==> config.mk <==
export PLATFORM = sky130hd
export DESIGN_NAME = taylor_series_evaluator_core
export DESIGN_NICKNAME = d
export VERILOG_FILES = /design/src/design/tse_pkg.sv /design/src/design/taylor_series_evaluator_core.sv /design/src/design/tse_cfg.sv /design/src/design/tse_ctrl.sv /design/src/design/tse_dp.sv
export SDC_FILE = /design/constraint.sdc
export NUM_CORES = 2
export LEC_CHECK = 0
export ABC_AREA = 1
export BUFFER_PORTS_ARGS = -buffer_cell sky130_fd_sc_hd__buf_2
export CAP_MARGIN = 20
export CELL_PAD_IN_SITES_DETAIL_PLACEMENT = 1
export CELL_PAD_IN_SITES_GLOBAL_PLACEMENT = 2
export CORE_MARGIN = 10
export CORE_UTILIZATION = 39
export DETAILED_ROUTE_END_ITERATION = 10
export PLACE_DENSITY_LB_ADDON = 0.1
export SLEW_MARGIN = 30
export SYNTH_ARGS = -nofsm -noshare
export SYNTH_HDL_FRONTEND = slang
export SYNTH_HIERARCHICAL = 1
export SYNTH_SLANG_ARGS = --single-unit
==> constraint.sdc <==
create_clock -name clk_i -period 11.05 [get_ports clk_i]
set_input_delay 2.21 -clock clk_i [delete_from_list [all_inputs] [get_ports clk_i]]
set_output_delay 2.21 -clock clk_i [all_outputs]
set_load 0.005 [all_outputs]
==> src/design/tse_pkg.sv <==
package tse_pkg;

  localparam int unsigned FRAC_BITS     = 28;
  localparam int unsigned DEF_MAX_TERMS = 64;

  localparam int unsigned X_W   = 32;
  localparam int unsigned SUM_W = 48;
  localparam int unsigned MAG_W = SUM_W - 1;
  localparam int unsigned TC_W  = 7;
  localparam logic [TC_W-1:0] TC_RESET = TC_W'(50);

  localparam int unsigned CHUNK_W     = 16;
  localparam int unsigned MUL_CHUNKS  = (MAG_W + CHUNK_W) / CHUNK_W;
  localparam int unsigned OPA_W       = CHUNK_W * MUL_CHUNKS;
  localparam int unsigned CHUNK_IDX_W = $clog2(MUL_CHUNKS);
  localparam int unsigned M_W         = 2 * (X_W - 1) - FRAC_BITS + 1;
  localparam int unsigned ACC_W       = OPA_W + M_W;
  localparam int unsigned RND_W       = ACC_W + 1 - FRAC_BITS;

  localparam int unsigned RAD       = 4;
  localparam int unsigned DIV_STEPS = (RND_W + RAD - 1) / RAD;
  localparam int unsigned DVD_W     = DIV_STEPS * RAD;

  localparam int unsigned STEP_W =
    $clog2((DIV_STEPS > MUL_CHUNKS) ? DIV_STEPS : MUL_CHUNKS);
  localparam logic [STEP_W-1:0] MUL_LAST = STEP_W'(MUL_CHUNKS - 1);
  localparam logic [STEP_W-1:0] DIV_LAST = STEP_W'(DIV_STEPS - 1);

  localparam int unsigned ADDR_W    = 3;
  localparam int unsigned DATA_W    = 32;
  localparam int unsigned REG_IDX_W = ADDR_W - 2;
  localparam logic [REG_IDX_W-1:0] REG_TERM_COUNT = '0;

  typedef enum logic [1:0] {
    FN_SIN,
    FN_COS,
    FN_EXP,
    FN_NONE
  } fn_e;

  typedef enum logic [3:0] {
    ST_IDLE,
    ST_START,
    ST_SQR_MUL,
    ST_SQR_SET,
    ST_CHECK,
    ST_MUL,
    ST_DIV_LOAD,
    ST_DIV,
    ST_UPDATE,
    ST_FINISH
  } st_e;

  typedef struct packed {
    logic                   load;
    logic                   mul_clr;
    logic                   mul_step;
    logic                   mul_sq;
    logic [CHUNK_IDX_W-1:0] chunk;
    logic                   set_m;
    logic                   div_load;
    logic                   div_step;
    logic                   term_upd;
    logic                   res_load;
  } cmd_t;

  typedef struct packed {
    logic is_trig;
    logic is_none;
    logic more;
    logic out_free;
  } sts_t;

endpackage

==> src/design/taylor_series_evaluator_core.sv <==
// Sine and cosine first square x on the shared multiplier; exponential forms its terms directly.
// Term evaluation stops early once a term magnitude rounds to zero.
// Each term takes a pass on the shared 16x35 multiplier and then on the radix-16 divider;
// one request is in work at a time, and the next is taken once the result is loaded.
// Reset (async, active low) idles the controller, drops out_valid_o, term_count goes to 50.
module taylor_series_evaluator_core import tse_pkg::*; #(
  parameter int unsigned MAX_TERMS = DEF_MAX_TERMS
) (
  input  logic                    clk_i,
  input  logic                    rst_ni,
  input  logic                    psel,
  input  logic                    penable,
  input  logic                    pwrite,
  input  logic [ADDR_W-1:0]       paddr,
  input  logic [DATA_W-1:0]       pwdata,
  output logic [DATA_W-1:0]       prdata,
  output logic                    pready,
  input  logic                    in_valid_i,
  output logic                    in_stall_o,
  input  logic [1:0]              func_i,
  input  logic signed [X_W-1:0]   x_value_i,
  output logic                    out_valid_o,
  input  logic                    out_stall_i,
  output logic signed [SUM_W-1:0] series_sum_o,
  output logic                    overflow_o
);

  logic [TC_W-1:0] term_count;
  cmd_t            cmd;
  sts_t            sts;

  tse_cfg u_cfg (
    .clk_i        (clk_i),
    .rst_ni       (rst_ni),
    .psel         (psel),
    .penable      (penable),
    .pwrite       (pwrite),
    .paddr        (paddr),
    .pwdata       (pwdata),
    .prdata       (prdata),
    .pready       (pready),
    .term_count_o (term_count)
  );

  tse_ctrl u_ctrl (
    .clk_i      (clk_i),
    .rst_ni     (rst_ni),
    .in_valid_i (in_valid_i),
    .in_stall_o (in_stall_o),
    .sts_i      (sts),
    .cmd_o      (cmd)
  );

  tse_dp #(
    .MAX_TERMS (MAX_TERMS)
  ) u_dp (
    .clk_i        (clk_i),
    .rst_ni       (rst_ni),
    .cmd_i        (cmd),
    .sts_o        (sts),
    .term_count_i (term_count),
    .func_i       (func_i),
    .x_value_i    (x_value_i),
    .out_stall_i  (out_stall_i),
    .out_valid_o  (out_valid_o),
    .series_sum_o (series_sum_o),
    .overflow_o   (overflow_o)
  );

endmodule

==> src/design/tse_cfg.sv <==
module tse_cfg import tse_pkg::*; (
  input  logic              clk_i,
  input  logic              rst_ni,
  input  logic              psel,
  input  logic              penable,
  input  logic              pwrite,
  input  logic [ADDR_W-1:0] paddr,
  input  logic [DATA_W-1:0] pwdata,
  output logic [DATA_W-1:0] prdata,
  output logic              pready,
  output logic [TC_W-1:0]   term_count_o
);

  logic [TC_W-1:0] tc_q, tc_d;
  logic            hit;

  assign hit = (paddr[ADDR_W-1:2] == REG_TERM_COUNT);

  always_comb begin
    tc_d = tc_q;
    if (psel && penable && pwrite && hit) begin
      tc_d = pwdata[TC_W-1:0];
    end
  end

  always_ff @(posedge clk_i or negedge rst_ni) begin
    if (!rst_ni) begin
      tc_q <= TC_RESET;
    end else begin
      tc_q <= tc_d;
    end
  end

  assign prdata       = hit ? DATA_W'(tc_q) : '0;
  assign pready       = 1'b1;
  assign term_count_o = tc_q;

endmodule

==> src/design/tse_ctrl.sv <==
module tse_ctrl import tse_pkg::*; (
  input  logic clk_i,
  input  logic rst_ni,
  input  logic in_valid_i,
  output logic in_stall_o,
  input  sts_t sts_i,
  output cmd_t cmd_o
);

  st_e               state_q, state_d;
  logic [STEP_W-1:0] step_q, step_d;

  always_ff @(posedge clk_i or negedge rst_ni) begin
    if (!rst_ni) begin
      state_q <= ST_IDLE;
      step_q  <= '0;
    end else begin
      state_q <= state_d;
      step_q  <= step_d;
    end
  end

  always_comb begin
    state_d = state_q;
    step_d  = step_q;
    unique case (state_q)
      ST_IDLE: begin
        if (in_valid_i) begin
          state_d = ST_START;
        end
      end
      ST_START: begin
        priority if (sts_i.is_none) begin
          state_d = ST_FINISH;
        end else if (sts_i.is_trig) begin
          state_d = ST_SQR_MUL;
          step_d  = MUL_LAST;
        end else begin
          state_d = ST_CHECK;
        end
      end
      ST_SQR_MUL: begin
        if (step_q == '0) begin
          state_d = ST_SQR_SET;
        end else begin
          step_d = step_q - 1'b1;
        end
      end
      ST_SQR_SET: begin
        state_d = ST_CHECK;
      end
      ST_CHECK: begin
        if (sts_i.more) begin
          state_d = ST_MUL;
          step_d  = MUL_LAST;
        end else begin
          state_d = ST_FINISH;
        end
      end
      ST_MUL: begin
        if (step_q == '0) begin
          state_d = ST_DIV_LOAD;
        end else begin
          step_d = step_q - 1'b1;
        end
      end
      ST_DIV_LOAD: begin
        state_d = ST_DIV;
        step_d  = DIV_LAST;
      end
      ST_DIV: begin
        if (step_q == '0) begin
          state_d = ST_UPDATE;
        end else begin
          step_d = step_q - 1'b1;
        end
      end
      ST_UPDATE: begin
        state_d = ST_CHECK;
      end
      ST_FINISH: begin
        if (sts_i.out_free) begin
          state_d = ST_IDLE;
        end
      end
      default: begin
        state_d = ST_IDLE;
      end
    endcase
  end

  always_comb begin
    cmd_o       = '0;
    cmd_o.chunk = step_q[CHUNK_IDX_W-1:0];
    in_stall_o  = (state_q != ST_IDLE);
    unique case (state_q)
      ST_IDLE:     cmd_o.load = in_valid_i;
      ST_START:    cmd_o.load = 1'b0;
      ST_SQR_MUL: begin
        cmd_o.mul_step = 1'b1;
        cmd_o.mul_sq   = 1'b1;
      end
      ST_SQR_SET:  cmd_o.set_m    = 1'b1;
      ST_CHECK:    cmd_o.mul_clr  = sts_i.more;
      ST_MUL:      cmd_o.mul_step = 1'b1;
      ST_DIV_LOAD: cmd_o.div_load = 1'b1;
      ST_DIV:      cmd_o.div_step = 1'b1;
      ST_UPDATE:   cmd_o.term_upd = 1'b1;
      ST_FINISH:   cmd_o.res_load = sts_i.out_free;
      default:     cmd_o.load     = 1'b0;
    endcase
  end

endmodule

==> src/design/tse_dp.sv <==
module tse_dp import tse_pkg::*; #(
  parameter int unsigned MAX_TERMS = DEF_MAX_TERMS
) (
  input  logic                    clk_i,
  input  logic                    rst_ni,
  input  cmd_t                    cmd_i,
  output sts_t                    sts_o,
  input  logic [TC_W-1:0]         term_count_i,
  input  logic [1:0]              func_i,
  input  logic signed [X_W-1:0]   x_value_i,
  input  logic                    out_stall_i,
  output logic                    out_valid_o,
  output logic signed [SUM_W-1:0] series_sum_o,
  output logic                    overflow_o
);

  localparam int unsigned A_W   = $clog2(MAX_TERMS + 1);
  localparam int unsigned DEN_W =
    $clog2(4 * (MAX_TERMS - 1) * (MAX_TERMS - 1) + 2 * (MAX_TERMS - 1) + 1);
  localparam int unsigned P_W   = 2 * (A_W + 1);

  localparam logic [MAG_W-1:0] MAG_MAX = '1;
  localparam logic [MAG_W-1:0] ONE_MAG =
    {{(MAG_W - FRAC_BITS - 1){1'b0}}, 1'b1, {FRAC_BITS{1'b0}}};
  localparam logic [ACC_W:0] HALF = (ACC_W + 1)'(1) << (FRAC_BITS - 1);
  localparam logic signed [SUM_W+1:0] SMAX_EXT = $signed({3'b000, MAG_MAX});
  localparam logic signed [SUM_W+1:0] SMIN_EXT = -SMAX_EXT;

  fn_e                     func_q;
  logic                    xneg_q;
  logic [X_W-1:0]          xmag_q;
  logic [A_W-1:0]          n_q, a_q;
  logic [M_W-1:0]          m_q;
  logic [MAG_W-1:0]        tmag_q;
  logic                    tneg_q;
  logic signed [SUM_W-1:0] sum_q;
  logic                    ovf_q;
  logic [ACC_W-1:0]        acc_q;
  logic [DVD_W-1:0]        dvd_q;
  logic [DEN_W-1:0]        rem_q, den_q;
  logic                    out_valid_q;
  logic signed [SUM_W-1:0] out_sum_q;
  logic                    out_ovf_q;

  logic                    xneg_in;
  logic [X_W-1:0]          xmag_in;
  logic [A_W-1:0]          n_in;
  logic                    tneg_init;
  logic [MAG_W-1:0]        tmag_init;
  logic signed [SUM_W-1:0] sum_init;

  always_comb begin
    xneg_in   = x_value_i[X_W-1];
    xmag_in   = xneg_in ? (~x_value_i + 1'b1) : x_value_i;
    tneg_init = (fn_e'(func_i) == FN_SIN) && xneg_in;
    tmag_init = (fn_e'(func_i) == FN_SIN) ? MAG_W'(xmag_in) : ONE_MAG;
    sum_init  = tneg_init ? -$signed({1'b0, tmag_init}) : $signed({1'b0, tmag_init});
    priority if (term_count_i == '0) begin
      n_in = A_W'(1);
    end else if (32'(term_count_i) > MAX_TERMS) begin
      n_in = A_W'(MAX_TERMS);
    end else begin
      n_in = A_W'(term_count_i);
    end
  end

  logic [MUL_CHUNKS-1:0][CHUNK_W-1:0] opa;
  logic [M_W-1:0]                     opb;
  logic [CHUNK_W+M_W-1:0]             prod;
  logic [ACC_W-1:0]                   acc_next;
  logic [ACC_W:0]                     rnd_full;
  logic [RND_W-1:0]                   rnd;

  always_comb begin
    opa      = cmd_i.mul_sq ? OPA_W'(xmag_q) : OPA_W'(tmag_q);
    opb      = cmd_i.mul_sq ? M_W'(xmag_q) : m_q;
    prod     = opa[cmd_i.chunk] * opb;
    acc_next = (acc_q << CHUNK_W) + ACC_W'(prod);
    rnd_full = {1'b0, acc_q} + HALF;
    rnd      = rnd_full[ACC_W:FRAC_BITS];
  end

  logic [P_W-1:0]   den_p;
  logic [DEN_W-1:0] den;

  always_comb begin
    den_p = '0;
    den   = '0;
    unique case (func_q)
      FN_SIN: begin
        den_p = P_W'({a_q, 1'b0}) * P_W'({a_q, 1'b1});
        den   = DEN_W'(den_p);
      end
      FN_COS: begin
        den_p = P_W'({a_q - 1'b1, 1'b1}) * P_W'({a_q, 1'b0});
        den   = DEN_W'(den_p);
      end
      FN_EXP:  den = DEN_W'(a_q);
      FN_NONE: den = DEN_W'(1);
    endcase
  end

  logic [DEN_W-1:0] div_r;
  logic [DVD_W-1:0] div_d;
  logic [DEN_W:0]   div_t;

  always_comb begin
    div_r = rem_q;
    div_d = dvd_q;
    div_t = '0;
    for (int i = 0; i < RAD; i++) begin
      div_t = {div_r, div_d[DVD_W-1]};
      div_d = {div_d[DVD_W-2:0], 1'b0};
      if (div_t >= {1'b0, den_q}) begin
        div_t    = div_t - {1'b0, den_q};
        div_d[0] = 1'b1;
      end
      div_r = div_t[DEN_W-1:0];
    end
  end

  logic                    rnd_up;
  logic [DVD_W-1:0]        qr;
  logic                    q_big;
  logic [MAG_W-1:0]        tmag_new;
  logic                    tneg_new;
  logic signed [SUM_W+1:0] term_s, sum_raw;
  logic signed [SUM_W-1:0] sum_new;
  logic                    sum_sat;

  always_comb begin
    rnd_up   = ({rem_q, 1'b0} >= {1'b0, den_q});
    qr       = dvd_q + DVD_W'(rnd_up);
    q_big    = (qr > DVD_W'(MAG_MAX));
    tmag_new = q_big ? MAG_MAX : qr[MAG_W-1:0];
    tneg_new = (func_q == FN_EXP) ? (tneg_q ^ xneg_q) : ~tneg_q;
    term_s   = tneg_new ? -$signed({3'b000, tmag_new}) : $signed({3'b000, tmag_new});
    sum_raw  = $signed({{2{sum_q[SUM_W-1]}}, sum_q}) + term_s;
    priority if (sum_raw > SMAX_EXT) begin
      sum_new = SUM_W'(SMAX_EXT);
      sum_sat = 1'b1;
    end else if (sum_raw < SMIN_EXT) begin
      sum_new = SUM_W'(SMIN_EXT);
      sum_sat = 1'b1;
    end else begin
      sum_new = sum_raw[SUM_W-1:0];
      sum_sat = 1'b0;
    end
  end

  always_ff @(posedge clk_i) begin
    if (cmd_i.load) begin
      func_q <= fn_e'(func_i);
      xneg_q <= xneg_in;
      xmag_q <= xmag_in;
      n_q    <= n_in;
      a_q    <= A_W'(1);
      tmag_q <= tmag_init;
      tneg_q <= tneg_init;
      sum_q  <= sum_init;
      ovf_q  <= 1'b0;
      m_q    <= M_W'(xmag_in);
      acc_q  <= '0;
    end
    if (cmd_i.mul_clr) begin
      acc_q <= '0;
    end
    if (cmd_i.mul_step) begin
      acc_q <= acc_next;
    end
    if (cmd_i.set_m) begin
      m_q <= rnd[M_W-1:0];
    end
    if (cmd_i.div_load) begin
      dvd_q <= DVD_W'(rnd);
      rem_q <= '0;
      den_q <= den;
    end
    if (cmd_i.div_step) begin
      dvd_q <= div_d;
      rem_q <= div_r;
    end
    if (cmd_i.term_upd) begin
      tmag_q <= tmag_new;
      tneg_q <= tneg_new;
      sum_q  <= sum_new;
      ovf_q  <= ovf_q | q_big | sum_sat;
      a_q    <= a_q + 1'b1;
    end
    if (cmd_i.res_load) begin
      out_sum_q <= (func_q == FN_NONE) ? '0 : sum_q;
      out_ovf_q <= (func_q != FN_NONE) && ovf_q;
    end
  end

  always_ff @(posedge clk_i or negedge rst_ni) begin
    if (!rst_ni) begin
      out_valid_q <= 1'b0;
    end else begin
      priority if (cmd_i.res_load) begin
        out_valid_q <= 1'b1;
      end else if (!out_stall_i) begin
        out_valid_q <= 1'b0;
      end
    end
  end

  assign sts_o.is_trig  = (func_q == FN_SIN) || (func_q == FN_COS);
  assign sts_o.is_none  = (func_q == FN_NONE);
  assign sts_o.more     = (a_q < n_q) && (tmag_q != '0);
  assign sts_o.out_free = !out_valid_q || !out_stall_i;

  assign out_valid_o  = out_valid_q;
  assign series_sum_o = out_sum_q;
  assign overflow_o   = out_ovf_q;

endmodule

; Word-level counts from Yosys, hierarchy flattened
; Index checks and enable logic that the tools add are counted.
[word_totals]
ff_bits = 413
in_bits = 76
out_inout_bits = 84
wordCells = 175
[op_classes]
add_sub_neg = 14
n_mul = 3
n_lt_le_gt_ge = 11
eq_ne = 23
mux = 69
bitwise_logic = 6
n_reduce_logical = 28
[op_table]
columns = operator, count
row1 = two-way mux 83 bit, 3
row2 = two-way mux 48 bit, 5
row3 = two-way mux 47 bit, 4
row4 = two-way mux 56 bit, 2
row5 = two-way mux 35 bit, 3
row6 = "adder 83 x 28 -> 84 bit, second input constant", 1
row7 = two-way mux 14 bit, 6
row8 = adder 83 x 51 -> 83 bit, 1
row9 = >= comparator 15 x 14 -> 1 bit, 5
row10 = two-way mux 32 bit, 2
row11 = adder 56 x 1 -> 56 bit, 1
row12 = "> comparator 56 x 47 -> 1 bit, second input constant", 1
row13 = one-hot mux 14 bit (4 select lines), 1
row14 = subtractor 14 bit, 4
row15 = multiplier 16 x 35 -> 51 bit, 1
row16 = adder 48 x 50 -> 50 bit, 1
row17 = "> comparator 50 x 48 -> 1 bit, second input constant", 1
row18 = "< comparator 50 x 48 -> 1 bit, second input constant", 1
row19 = two-way mux 50 bit, 1
row20 = negator 47 -> 50 bit, 1
row21 = negator 47 -> 48 bit, 1
row22 = nonzero test 47 bit, 1
row23 = two-way mux 4 bit, 11
row24 = one-hot mux 4 bit (9 select lines), 1
row25 = other kinds (39), 95

; Depth between registers and ports, before layout
[depth]
ltp_word = 12
ltp_mapped = 62
mapped_depth_nobuf = 59

; By module
; Netlist, hierarchy kept.
[by_module_without_submodules]
columns = mod, instances, cells_per_inst, area_each_um2, seq_area_each_um2
row1 = tse_dp, 1, 6812, 51562.0, 11946.5
row2 = tse_ctrl, 1, 112, 701.9, 200.2
row3 = tse_cfg, 1, 76, 575.6, 178.9

; Worst setup path after synthesis
; OpenSTA, ideal clock, no wires.
[synth_path]
path_type = register -> register
from = register u_dp.rem_q[10]
to = register u_dp.dvd_q[0], data pin
setup_time_ns = 0.264
arrival_time_ns = 8.279
required_time_ns = 10.786
slack_ns = 2.507
stages_incl_launch_ff = 55
n_path_buf = 3
synth_period_minus_slack_ns = 8.543
cell_sequence = edfxtp_1 ha_1 inv_1 nor3_1 nand4_1 o311ai_2 clkbuf_1 o21a_1 inv_1 ha_1 nand2_1 o21ai_0 a21oi_1 o21bai_1 nand3_1 o2111ai_1 nand2_1 nand2_1 [19 not listed] nand2_1 ha_1 nand2_1 nand2_1 a31oi_1 o221ai_1 a21oi_1 o21bai_1 nand2_1 nand2_1 nand2_1 inv_1 o21ai_0 nand2_1 a21oi_1 nand3_1 nor2_2 nor2_1
[synth_via]
elab_chain_len = 9
elab_cells_between_ends = 12
classes_between = add/sub (3) / order compare (4) / mux (5)
[synth_lines]
columns = element, line_no
row1 = "start, declared", tse_dp.sv:40  ; logic [DEN_W-1:0] rem_q, den_q;
row2 = "start signal, assigned", tse_dp.sv:181  ; rem_q <= div_r;
row3 = subtractor 14 bit or >= comparator 15 x 14 -> 1 bit (tied branches), "tse_dp.sv:115, tse_dp.sv:114"
row4 = two-way mux 14 bit (*), tse_dp.sv:114  ; if (div_t >= {1'b0, den_q}) begin
row5 = subtractor 14 bit or >= comparator 15 x 14 -> 1 bit (tied branches), "tse_dp.sv:115, tse_dp.sv:114"
row6 = two-way mux 14 bit (*), tse_dp.sv:114
row7 = subtractor 14 bit or >= comparator 15 x 14 -> 1 bit (tied branches), "tse_dp.sv:115, tse_dp.sv:114"
row8 = two-way mux 14 bit (*), tse_dp.sv:114
row9 = >= comparator 15 x 14 -> 1 bit (*), tse_dp.sv:114
row10 = two-way mux 1 bit (*), tse_dp.sv:114
row11 = two-way mux 56 bit (*), tse_dp.sv:179  ; if (cmd_i.div_step) begin
row12 = "end signal, assigned", tse_dp.sv:175  ; dvd_q <= DVD_W'(rnd);
row13 = "end signal, assigned", tse_dp.sv:180  ; dvd_q <= div_d;
row14 = "end, declared", tse_dp.sv:39  ; logic [DVD_W-1:0] dvd_q;
; Mark *: on every way between the ends. The rest lies on a longest branch, timed or not.
; A chain may end at the register's enable or synchronous reset.

==> summary.md <==
| Metric | Value |
|---|---|
| Die ar. | 0.151 sq mm |
| F_max | 0.0985 GHz |
| Clock skew | 47.6 ps |
| Crit path DAT | 10520 ps |
| GPL Wtd Cong | 0.961 |
| Vias per Instance | 5.29 |
| Setup Crit Path Kind | flip-flop to flip-flop |
| Post-DR wirelength/cell | 23.6 um |
| Chip height | 388 um |
| Post-synth top cells | nand2_1, inv_1, nor2_1 |
| Fin crit share | 91.8% |
| Initial antenna violation count | 0 |
| Port Buf Inserts | 106 |
| Antenna Nets Post-Route | 0 |
| Top-area cell type share of the netlist area | 22.6% |
| CTS tree | done |
| Row count | 135 |
| Num CTS Buffers | 54 |
| Share of cells above drive strength 1 | 5.79% |
| Min-Delay Path Depth | 2 |
| First-pass GRT wire length | 314000 um |
| Cell count after synthesis | 7000 |
| Type of destination of the critical path | flip-flop |
| Synth warn | 6 |
| Top FF cell, synth | edfxtp_1 |
| Vias | 47000 |
| Met1 Wirelength | 86500 um |
| Crit path max-delay family | adder cells |
| Highest metal used | met4 |
| Hpwl dp | 173000 um |
| GRT Residual Overflow | 0 |
| DRT Pass-1 Iters | 6 |
| Clock slew at reported path FFs | 60 ps |
| Main area contributors after synthesis | edfxtp_1, fa_1, nand2_1, inv_1, ha_1 |
| Seq cells post-synth | 413 |
| Critical Path Start Type | flip-flop |
| Crit path required time | 11430 ps |
| Most numerous cell in the Yosys netlist | nand2_1 |
| Starting DRT DRC Count | 3074 |
| Setup_tns | 0 ps |
| Number of cells on the critical path | 31 |
| Post-synth ARST share | 3.87% |
| HP Class | flip-flop to flip-flop |
| Status | finished clean |
| Synthesis-to-finish area growth | 8.37% |
| Netlist cell types | 67 |
| H-tree levels | 2 |
| Die width | 388 um |
| Worst-Skew Late Latency | 680 ps |
| Buf+Inv Stages, Crit Path | 5 |
| Syn Area/Cell | 7.55 sq um |
| Slew @ Worst Pin | 1050 ps |
| Slew Limit Fails | 0 |
| Cell Area, Synth | 0.0528 sq mm |
| Post-synth EDFFs | 397 |
| Clock Tree Root | clkbuf_16 |
| Largest net degree at the start of global routing | 71 |
| Fin. Hold Viols | 0 |
| DRC | 0 |
| Fin crit period | 10150 ps |
| # nets final | 7985 |
| Top cell type by total area after synthesis | edfxtp_1 |
| Worst R2R Setup Slack | 900 ps |
| Vias in the first global route | 49700 |
| CP dominant cell by count | fa_1 |
| Crit-path max FO | 47 |
| RSZ-0062 raised after global routing | no |
| Register area share after synthesis | 23.3% |
| Slowest-stage cell, CP | inv_1 |
| MaxCap Viol Count | 0 |
| IO Pins | 160 |
| CORE AREA | 0.135 sq mm |
| Gr usage total | 27.2% |
| Final setup violation count | 0 |
| CP max stage delay | 760 ps |
| Reg2Reg Depth | 31 |
| Clock Tree Buf Depth | 3 |
| Slew margin rel. | 30.1% |
| Total wire length | 210000 um |
| Met2 wire length | 105000 um |
| Starting density of the core | 39.2% |
| Metal3 WL | 6720 um |
| Fill count | 16700 |
| CTS sink cnt | 413 |
-- metrics by stage --
step | util, % | instance area (sq um) | worst slack (ps) | cells | hold WS, ps
after floorplan | - | 52900 | 2510 | 7024 | 442
final | 42.4 | 57300 | 901 | 8875 | 479
after global placement | 41.0 | 55300 | 1030 | 8768 | 460
after detailed placement | 41.0 | 55400 | 897 | 8769 | 469
after global routing | 42.4 | 57300 | 69.2 | 8874 | 500
after CTS | 42.4 | 57200 | 835 | 8871 | 486
-- metal layers --
layer  vias to the layer above  GRT usage, %
li1                      22000             -
met1                     23700          33.0
met2                       907          48.9
met3                       324          2.34
met4                         0          12.0
met5                         -             0
-- final cells by class --
cell class	count	area (sq um)	share of cell area, %
clock buffers	62	1420	2.48
inverters	1329	4990	8.72
flip-flops and latches	413	12300	21.5
well taps	1781	2230	3.89
clock inverters	40	425	0.743
multi-input cells	5056	34700	60.5
diodes	1	2.50	0.00437
repair buffers	193	1200	2.09
-- what timing repair did --
| item | 4_1_cts | 5_1_grt |
|---|---|---|
| setup buffers | 0 | 3 |
| gates resized for setup | 0 | 4 |
| endpoints found under the setup margin | 0 | 14 |
| hold buffers | 0 | 0 |
-- path summary, 6_finish.rpt --
| check | endpoint | from |
|---|---|---|
| worst min register to register | u_cfg/term_count_o[1]$_DFFE_PN1P_ | u_cfg/term_count_o[1]$_DFFE_PN1P_ |
| worst max register to register | u_dp/acc_q[80]$_SDFFCE_PN0P_ | u_ctrl/state_q[3]$_DFFE_PN0P_ |
| worst min-delay path | u_cfg/term_count_o[1]$_DFFE_PN1P_ | u_cfg/term_count_o[1]$_DFFE_PN1P_ |
| max in group asynchronous | u_cfg/term_count_o[4]$_DFFE_PN1P_ | rst_ni |
| min in group asynchronous | u_ctrl/step_q[1]$_DFFE_PN0P_ | rst_ni |
| worst max-delay path | u_dp/acc_q[80]$_SDFFCE_PN0P_ | u_ctrl/state_q[3]$_DFFE_PN0P_ |
-- registers in the layout (all words and copies together), names as in the netlist --
register            count
u_dp/acc_q             83
u_dp/dvd_q             56
u_dp/series_sum_o      48
u_dp/sum_q             48
u_dp/tmag_q            47
u_dp/m_q               35
u_dp/xmag_q            32
u_dp/den_q             14
u_dp/rem_q             14
u_cfg/term_count_o      7
u_dp/a_q                7
u_dp/n_q                7
u_ctrl/state_q          4
u_ctrl/step_q           4
u_dp/func_q             2
u_dp/out_valid_o        1
u_dp/overflow_o         1
u_dp/ovf_q              1
u_dp/tneg_q             1
u_dp/xneg_q             1
-- cells in the final DEF (no fill, tap or decap), types with 74 or more instances in the layout --
master | synthesis | layout
a21oi_1 | 378 | 378
nor3_1 | 95 | 94
nand4_1 | 74 | 74
buf_4 | 29 | 86
nand2_1 | 1668 | 1663
ha_1 | 315 | 315
fa_1 | 547 | 547
nor2_1 | 830 | 827
nand3_1 | 221 | 221
xor2_1 | 187 | 187
buf_2 | 9 | 106
inv_1 | 1315 | 1308
o21ai_0 | 317 | 312
edfxtp_1 | 397 | 397
-- worst register-to-register path, delay by kind of cell (launching register included) --
kind | cells | cell delay, ps
AOI/OAI and AO/OA | 7 | 1480
and+or+nand+nor | 12 | 2160
adders and majority gates | 7 | 3810
DFF | 1 | 460
buffers and inverters | 5 | 1980
-- cell families after synthesis --
group	share of synthesized area [%]
compound gates	9.20
xor+xnor	4.18
fa+ha+maj	28.2
buf+inv	11.4
flops	23.3
mux	0.0213
other cells	0.0142
simple gates	23.7
Power is left out: the tool's default activity adds up to more than one toggle a clock period on the data nets, which glitch-free logic cannot reach.
